[src/hw/rtl/pms_pkg.sv]
package pms_pkg;

    // request codes
    localparam logic [1:0] REQ_PUSH = 2'd0;
    localparam logic [1:0] REQ_POP  = 2'd1;
    localparam logic [1:0] REQ_LIST = 2'd2;
    localparam logic [1:0] REQ_NONE = 2'd3;

    // result status codes
    localparam logic [1:0] ST_OK     = 2'd0;
    localparam logic [1:0] ST_FULL   = 2'd1;
    localparam logic [1:0] ST_EMPTY  = 2'd2;
    localparam logic [1:0] ST_BADSEL = 2'd3;

    typedef struct packed {
        logic [1:0]  req_type;
        logic [2:0]  stack_sel;
        logic [31:0] push_data;
    } t_req;

    typedef struct packed {
        logic [1:0]  status;
        logic [31:0] item_data;
        logic [4:0]  item_count;
        logic        last;
    } t_res;

endpackage

[src/hw/rtl/pms_store.sv]
module pms_store #(
    parameter int unsigned DEPTH = 64,
    parameter int unsigned WIDTH = 32,
    localparam int unsigned AW = (DEPTH > 1) ? $clog2(DEPTH) : 1
) (
    input  logic             i_clk,
    input  logic             i_we,
    input  logic [AW-1:0]    i_waddr,
    input  logic [WIDTH-1:0] i_wdata,
    input  logic             i_re,
    input  logic [AW-1:0]    i_raddr,
    output logic [WIDTH-1:0] o_rdata
);

    logic [WIDTH-1:0] r_mem [DEPTH];
    logic [WIDTH-1:0] r_rdata;

    always_ff @(posedge i_clk) begin
        if (i_we) begin
            r_mem[i_waddr] <= i_wdata;
        end
    end

    // read data held until the next read
    always_ff @(posedge i_clk) begin
        if (i_re) begin
            r_rdata <= r_mem[i_raddr];
        end
    end

    assign o_rdata = r_rdata;

endmodule

[src/hw/rtl/partitioned_multi_stack.sv]
// Channel   Direction  Payload           Handshake
// request   in         pms_pkg::t_req    i_valid / o_stall
// result    out        pms_pkg::t_res    o_valid / i_stall
//
// A request is taken only while the sequencer is idle. Push, full, empty and
// bad stack number are answered from the execute state; a pop or a list first
// reads the top word from the registered store, then emits from the emit state,
// a list one word per cycle while the result is not stalled, top word first.
// Reset (synchronous, active low) empties every stack; the store itself is
// not cleared. A stalled result holds in the output register, and the
// sequencer waits on it before loading the next.
module partitioned_multi_stack #(
    parameter int unsigned NUM_STACKS  = 4,
    parameter int unsigned STACK_DEPTH = 16,
    parameter int unsigned DATA_WIDTH  = 32
) (
    input  logic          i_clk,
    input  logic          i_rst_n,
    input  logic          i_valid,
    output logic          o_stall,
    input  pms_pkg::t_req i_req,
    output logic          o_valid,
    input  logic          i_stall,
    output pms_pkg::t_res o_res
);

    localparam int unsigned STORE_WORDS = NUM_STACKS * STACK_DEPTH;
    localparam int unsigned AW = (STORE_WORDS > 1) ? $clog2(STORE_WORDS) : 1;
    localparam int unsigned LW = $clog2(STACK_DEPTH + 1);
    localparam int unsigned SW = (NUM_STACKS > 1) ? $clog2(NUM_STACKS) : 1;
    localparam logic [3:0]  NS4 = 4'(NUM_STACKS);
    localparam logic [LW-1:0] FULL_LVL = LW'(STACK_DEPTH);

    // one-hot sequencer: idle, execute, emit a word read from the store
    typedef enum logic [2:0] {
        S_IDLE = 3'b001,
        S_EXEC = 3'b010,
        S_EMIT = 3'b100
    } t_state;

    t_state r_state, n_state;

    // latched request
    logic [1:0]      r_req_type;
    logic [SW-1:0]   r_sel;
    logic            r_bad;
    logic [LW-1:0]   r_lvl;     // fill level at acceptance
    logic [31:0]     r_push;
    logic [LW-1:0]   r_idx;     // offset of the word being read
    logic [LW-1:0]   r_cnt;     // count reported with emitted words

    logic [LW-1:0]   r_fill [NUM_STACKS];

    logic            r_out_valid;
    pms_pkg::t_res   r_out;

    logic            w_acc;
    logic            w_slot;
    logic            w_load;
    pms_pkg::t_res   w_res;
    logic            w_fill_we;
    logic [LW-1:0]   w_fill_val;
    logic            w_we, w_re;
    logic [AW-1:0]   w_base, w_waddr, w_raddr;
    logic [LW-1:0]   w_roff;
    logic            w_last;
    logic            w_idx_dec;
    logic            w_seed;
    logic [DATA_WIDTH-1:0] w_rdata;

    assign o_stall = (r_state != S_IDLE);
    assign w_acc   = i_valid && !o_stall;
    // output register free, or emptied this cycle
    assign w_slot  = !r_out_valid || !i_stall;

    assign w_base  = AW'(r_sel) * AW'(STACK_DEPTH);
    assign w_waddr = w_base + AW'(r_lvl);
    assign w_roff  = (r_state == S_EXEC) ? (r_lvl - LW'(1)) : (r_idx - LW'(1));
    assign w_raddr = w_base + AW'(w_roff);
    assign w_last  = (r_req_type == pms_pkg::REQ_POP) || (r_idx == '0);

    always_comb begin
        n_state    = r_state;
        w_load     = 1'b0;
        w_res      = '0;
        w_fill_we  = 1'b0;
        w_fill_val = r_lvl;
        w_we       = 1'b0;
        w_re       = 1'b0;
        w_idx_dec  = 1'b0;
        w_seed     = 1'b0;
        case (r_state)
            S_IDLE: begin
                if (w_acc && (i_req.req_type != pms_pkg::REQ_NONE)) begin
                    n_state = S_EXEC;
                end
            end
            S_EXEC: begin
                if (r_bad) begin
                    w_res = '{status: pms_pkg::ST_BADSEL, item_data: '0,
                              item_count: '0, last: 1'b1};
                    if (w_slot) begin
                        w_load  = 1'b1;
                        n_state = S_IDLE;
                    end
                end else if (r_req_type == pms_pkg::REQ_PUSH) begin
                    if (r_lvl >= FULL_LVL) begin
                        w_res = '{status: pms_pkg::ST_FULL, item_data: '0,
                                  item_count: 5'(r_lvl), last: 1'b1};
                    end else begin
                        w_res = '{status: pms_pkg::ST_OK, item_data: '0,
                                  item_count: 5'(r_lvl + LW'(1)), last: 1'b1};
                    end
                    if (w_slot) begin
                        w_load  = 1'b1;
                        n_state = S_IDLE;
                        if (r_lvl < FULL_LVL) begin
                            w_we       = 1'b1;
                            w_fill_we  = 1'b1;
                            w_fill_val = r_lvl + LW'(1);
                        end
                    end
                end else if (r_lvl == '0) begin
                    w_res = '{status: pms_pkg::ST_EMPTY, item_data: '0,
                              item_count: '0, last: 1'b1};
                    if (w_slot) begin
                        w_load  = 1'b1;
                        n_state = S_IDLE;
                    end
                end else begin
                    // pop or list: fetch the top word
                    w_re    = 1'b1;
                    w_seed  = 1'b1;
                    n_state = S_EMIT;
                    if (r_req_type == pms_pkg::REQ_POP) begin
                        w_fill_we  = 1'b1;
                        w_fill_val = r_lvl - LW'(1);
                    end
                end
            end
            S_EMIT: begin
                w_res = '{status: pms_pkg::ST_OK, item_data: 32'(w_rdata),
                          item_count: 5'(r_cnt), last: w_last};
                if (w_slot) begin
                    w_load = 1'b1;
                    if (w_last) begin
                        n_state = S_IDLE;
                    end else begin
                        // next word down, read while this one leaves
                        w_re      = 1'b1;
                        w_idx_dec = 1'b1;
                    end
                end
            end
            default: begin
                n_state = S_IDLE;
            end
        endcase
    end

    always_ff @(posedge i_clk) begin
        if (!i_rst_n) begin
            r_state <= S_IDLE;
        end else begin
            r_state <= n_state;
        end
    end

    always_ff @(posedge i_clk) begin
        if (w_acc) begin
            r_req_type <= i_req.req_type;
            r_sel      <= SW'(i_req.stack_sel);
            r_bad      <= ({1'b0, i_req.stack_sel} >= NS4);
            r_push     <= i_req.push_data;
            if ({1'b0, i_req.stack_sel} >= NS4) begin
                r_lvl <= '0;
            end else begin
                r_lvl <= r_fill[SW'(i_req.stack_sel)];
            end
        end
        if (w_seed) begin
            r_idx <= r_lvl - LW'(1);
            r_cnt <= (r_req_type == pms_pkg::REQ_POP) ? (r_lvl - LW'(1)) : r_lvl;
        end else if (w_idx_dec) begin
            r_idx <= r_idx - LW'(1);
        end
    end

    always_ff @(posedge i_clk) begin
        if (!i_rst_n) begin
            for (int s = 0; s < NUM_STACKS; s++) begin
                r_fill[s] <= '0;
            end
        end else if (w_fill_we) begin
            r_fill[r_sel] <= w_fill_val;
        end
    end

    // output register
    always_ff @(posedge i_clk) begin
        if (!i_rst_n) begin
            r_out_valid <= 1'b0;
        end else if (w_load) begin
            r_out_valid <= 1'b1;
        end else if (!i_stall) begin
            r_out_valid <= 1'b0;
        end
    end

    always_ff @(posedge i_clk) begin
        if (w_load) begin
            r_out <= w_res;
        end
    end

    assign o_valid = r_out_valid;
    assign o_res   = r_out;

    // word store; the sequencer never writes and reads in one cycle
    pms_store #(
        .DEPTH (STORE_WORDS),
        .WIDTH (DATA_WIDTH)
    ) u_store (
        .i_clk   (i_clk),
        .i_we    (w_we),
        .i_waddr (w_waddr),
        .i_wdata (DATA_WIDTH'(r_push)),
        .i_re    (w_re),
        .i_raddr (w_raddr),
        .o_rdata (w_rdata)
    );

`ifndef ASSERT_OFF
    a_no_rw_clash: assert property (@(posedge i_clk) disable iff (!i_rst_n)
        !(w_we && w_re))
        else $error("store written and read in one cycle");

    a_lvl_range: assert property (@(posedge i_clk) disable iff (!i_rst_n)
        (r_state == S_EXEC && !r_bad) |-> (r_lvl <= FULL_LVL))
        else $error("fill level beyond stack depth");

    a_idx_range: assert property (@(posedge i_clk) disable iff (!i_rst_n)
        (r_state == S_EMIT) |-> (r_idx < r_lvl))
        else $error("read offset outside the stack");

    a_err_last: assert property (@(posedge i_clk) disable iff (!i_rst_n)
        (o_valid && o_res.status != pms_pkg::ST_OK) |-> o_res.last)
        else $error("error result not marked last");
`endif

endmodule
[config.mk]
export PLATFORM = sky130hd
export DESIGN_NAME = partitioned_multi_stack
export DESIGN_NICKNAME = d
export VERILOG_FILES = /design/src/hw/rtl/pms_pkg.sv /design/src/hw/rtl/pms_store.sv /design/src/hw/rtl/partitioned_multi_stack.sv
export SDC_FILE = /design/constraint.sdc
export NUM_CORES = 2
export LEC_CHECK = 0
export ABC_AREA = 1
export BUFFER_PORTS_ARGS = -buffer_cell sky130_fd_sc_hd__buf_4
export CORE_MARGIN = 2
export CORE_UTILIZATION = 35
export DETAILED_ROUTE_END_ITERATION = 8
export HOLD_SLACK_MARGIN = 0.06
export PLACE_DENSITY = 0.45
export SLEW_MARGIN = 10
export SYNTH_ARGS = -nofsm -noshare
export SYNTH_HDL_FRONTEND = slang
export SYNTH_SLANG_ARGS = --single-unit
[constraint.sdc]
create_clock -name i_clk -period 5.81 [get_ports i_clk]
set_clock_uncertainty 0.05 [all_clocks]
set_input_delay 0.2905 -clock i_clk [delete_from_list [all_inputs] [get_ports i_clk]]
set_output_delay 0.2905 -clock i_clk [all_outputs]
set_load 0.02 [all_outputs]
==> summary.md <==
| Metric | Value |
|---|---|
| Max-cap violations | 0 |
| Clock sink count | 2,196 |
| CTS Buf Count | 243 |
| Actual slew at the worst max-slew pin | 1.231 ns |
| Number of gates given a new drive strength after cts | 0 |
| Destination of the critical timing path | u_store.o_rdata[29]$_DFFE_PP_ |
| Part of the cycle the worst path needs | 73.56% |
| Number of distinct library cells after synthesis | 35 |
| Clock network latency to the later pin of the worst-skew pair | 0.92 ns |
| Pwr Total | 34.18 mW |
| Number of antenna violations at the first check in global routing | 7 |
| Die Y | 525.6 um |
| Total global routing track utilization | 21.74% |
| Maximum frequency from static timing analysis | 0.2340 GHz |
| Sequential fraction of the synthesis area | 69.20% |
| Hold Vio Cnt, Final | 0 |
| Wire length after detailed routing | 306,000 um |
| Final Critical Period | 4.274 ns |
| Depth of the worst register-to-register path | 12 |
| Commonest non-fill, non-tap cell in the layout | edfxtp_1 |
| Synthesized cell area | 95,240 um2 |
| First-pass GRT wire length | 442,300 um |
| Post-Synthesis Cells | 9,110 |
| Instance area after placement | 100,900 um2 |
| Cell chosen for the clock root | clkbuf_16 |
| Combinational group share of total power | 5.5% |
| Leakage power of the design | 45.36 nW |
| P per Cell Area | 313.6 nW/um2 |
| Clock slew at reported path FFs | 0.06 ns |
| Overall via count from detail_route | 63,678 |
| Count of antenna-violating nets left after detailed routing | 0 |
| Share of total power consumed by net switching | 22.91% |
| Post-route DRC | 0 |
| Data required time at the worst endpoint | 6.49 ns |
| Normalized max-slew margin | 17.94% |
| Initial cell density of the core | 35.17% |
| Total of buffers placed on input and output ports | 82 |
| Critical Path Start Type | flop |
| CTS tree | done |
| Placeable core area | 270,800 um2 |
| Setup repair after global routing missed its margin | no |
| Setup bufs post-CTS | 0 |
| Row count | 191 |
| Gr ovfl total | 0 |
| Area growth from synthesis to final layout | 14.45% |
| Area taken by flip-flops and latches | 65,900 um2 |
| Launching instance or port of the critical path | r_state[2]$_SDFFE_PN0P_ |
| Sequential share of power | 51.7% |
| Multi-input gate area | 20,280 um2 |
| Internal power | 26.35 mW |
| Post-detailed-route via-to-cell ratio | 4.898 |
| Outcome | finished, final reports clean |
| CP max FO | 99 |
| Mean instance size in the synthesized netlist | 10.45 um2 |
| Reg2reg start | r_state[2]$_SDFFE_PN0P_ |
| Net Count, Synth | 9,157 |
| Part of the total power dissipated in the clock network | 42.9% |
| Data arrival, critical path | 4.95 ns |
| Total negative slack | 0 ns |
| Number of H-tree levels | 4 |
| Number of global-route vias before repair | 61,233 |
| Path type of the worst setup path | flop to flop |
| Number of optimization iterations in the first detailed-route pass | 5 |
| Fraction of final layout cells sized beyond drive strength 1 | 7.266% |
| Slack of the worst reg-to-reg path | 1.54 ns |
| Max Transition Viols Final | 0 |
| Type of destination of the critical path | flop |
| Count of state elements after synthesis | 2,196 |
| Number of fill cells | 26,068 |
| Wire length per cell | 23.54 um |
| Max VDD drop | 0.0002135 V |
| Worst R2R End | u_store.o_rdata[29]$_DFFE_PP_ |
| Switching power total | 7.831 mW |
| Ports | 83 |
| Max stage delay on crit path | 0.59 ns |
| Estimated wirelength of the detail-placed design | 171,300 um |
| Detailed router's first-iteration violation count | 5,858 |
| Horiz. Die Dim | 525.6 um |
| Cell Chain, Critical Path | nor2_2 -> nand2_4 -> nand2_8 -> nand2_8 -> buf_12 -> nand2_1 -> nand3_1 -> nand3_1 -> nand3_1 -> nand3_1 -> nand3_1 -> nand2_1 |
| Master of the slowest instance on the critical path | nand2_8 |
| Final std cell area, no fill | 109,000 um2 |
| Pin count of the biggest net entering global routing | 101 |
| Hold/Removal Path Class | input pin to flop |
| Cell repeated most along the worst path | nand3_1 |
| Most used cells in the layout excluding fill and tap cells | 2,192 x edfxtp_1, 2,160 x nand3_1, 2,036 x nand2_1 |
| Clk buf depth | 4 |
| Count of synthesis-stage warnings from yosys | 0 |
| Layout Nets | 9,298 |
| Number of setup violations in the final report | 0 |
| Placer's final routability congestion estimate | 0.8272 |
| Floorplan die area | 276,300 um2 |
area by class of cell:
class | instances | share of cell area, %
tap | 3570 | 4.098
antenna | 2 | 0.004592
timing repair buffer | 370 | 3.226
inverter | 2001 | 6.903
multi-input combinational | 4439 | 18.61
clock buffer | 301 | 5.817
sequential | 2196 | 60.46
clock inverter | 121 | 0.8839
cell families after synthesis:
kind of cell	count (synthesis)	share of synthesized area [%]
and+or+nand+nor	4365	20.12
buffers and inverters	2475	10.17
DFF	2196	69.20
AOI/OAI and AO/OA	57	0.3324
xor gates and xnor gates	11	0.1012
adders and majority gates	6	0.07882
metrics by stage:
stage / utilization, % / hold WS [ns] / setup slack, ns / instances
final: 40.26 / 0.1540 / 1.536 / 13000
after global routing: 40.26 / 0.1380 / 1.399 / 13000
after global placement: 37.27 / 0.4186 / 1.676 / 12499
after floorplan: - / 0.3394 / 1.645 / 9110
after CTS: 40.25 / 0.08802 / 1.688 / 12997
after detailed placement: 37.27 / 0.4198 / 1.707 / 12500
cells in the mapped netlist:
| master | number | share of area, % |
|---|---|---|
| inv_2 | 3 | 0.012 |
| nand2_1 | 2037 | 8.0 |
| nand3_2 | 2 | 0.021 |
| nand2_2 | 3 | 0.020 |
| o221ai_1 | 1 | 0.0092 |
| edfxtp_1 | 2192 | 69 |
| nor2_4 | 1 | 0.012 |
| buf_2 | 292 | 1.5 |
| o21ai_0 | 32 | 0.17 |
| xor2_1 | 8 | 0.074 |
| a32o_1 | 1 | 0.011 |
| clkinv_1 | 2 | 0.0079 |
| nor2_2 | 2 | 0.013 |
| o22ai_1 | 1 | 0.0066 |
| a31oi_1 | 1 | 0.0066 |
| nor2_8 | 1 | 0.021 |
| dfxtp_1 | 4 | 0.084 |
| o31ai_1 | 2 | 0.016 |
| inv_1 | 1996 | 7.9 |
| o21ai_2 | 3 | 0.028 |
| buf_1 | 34 | 0.13 |
| clkbuf_1 | 142 | 0.56 |
| nand4_1 | 2 | 0.013 |
| xnor2_1 | 3 | 0.028 |
| ha_1 | 6 | 0.079 |
| nand3_1 | 2161 | 11 |
| a21oi_1 | 13 | 0.068 |
| or2_2 | 1 | 0.0066 |
| buf_6 | 1 | 0.012 |
| nor3_1 | 5 | 0.026 |
| o21ai_1 | 2 | 0.011 |
| buf_4 | 5 | 0.039 |
| a221oi_1 | 1 | 0.0092 |
| nor2_1 | 148 | 0.58 |
| nand2_4 | 2 | 0.024 |
worst min path at each step:
stage,startpoint,to,slack [ns],cells after the start
floorplan,i_req[0],r_push[0]$_DFFE_PP_,0.34,0
global placement,i_req[29],r_push[29]$_DFFE_PP_,0.42,1
detailed placement,i_req[12],r_push[12]$_DFFE_PP_,0.42,1
CTS,i_req[33],r_sel[1]$_DFFE_PP_,0.09,2
global route,i_req[33],r_sel[1]$_DFFE_PP_,0.14,2
finish,i_req[33],r_sel[1]$_DFFE_PP_,0.15,2
routing by layer:
metal  up-vias  routed length (um)  GRT usage (%)
li1      29898                   -              -
met4         0                7511          5.984
met2      1721              145700          35.88
met5         -                   0              0
met3       393               16090          2.622
met1     31666              136700          30.15
critical path, delay by kind of cell (launching register included):
kind	cells	cell delay, ns
and+or+nand+nor	11	3.09
DFF	1	0.33
buffers and inverters	1	0.39
what timing repair did:
action                     4_1_cts  5_1_grt
setup endpoints to repair        0        0
hold endpoints to repair        74        0
hold buffers                    75        0
registers in the layout, indices dropped and copies added, names as in the netlist:
register	flops
r_bad	1
o_res	40
o_valid	1
r_lvl	5
r_cnt	5
r_req_type	2
r_sel	2
u_store.o_rdata	32
r_state	3
r_fill	20
r_idx	5
u_store.r_mem	2048
r_push	32
power by group through the flow:
stage,combinational (mW),clock [mW],sequential (mW)
after floorplan,0.779,0,18.1
after detailed placement,1.83,0,18.0
final,1.87,14.6,17.7
after CTS,1.87,14.9,17.7
after global placement,1.83,0,18.0
after global routing,2.00,15.5,17.7
(Power assumes the default switching activity.)
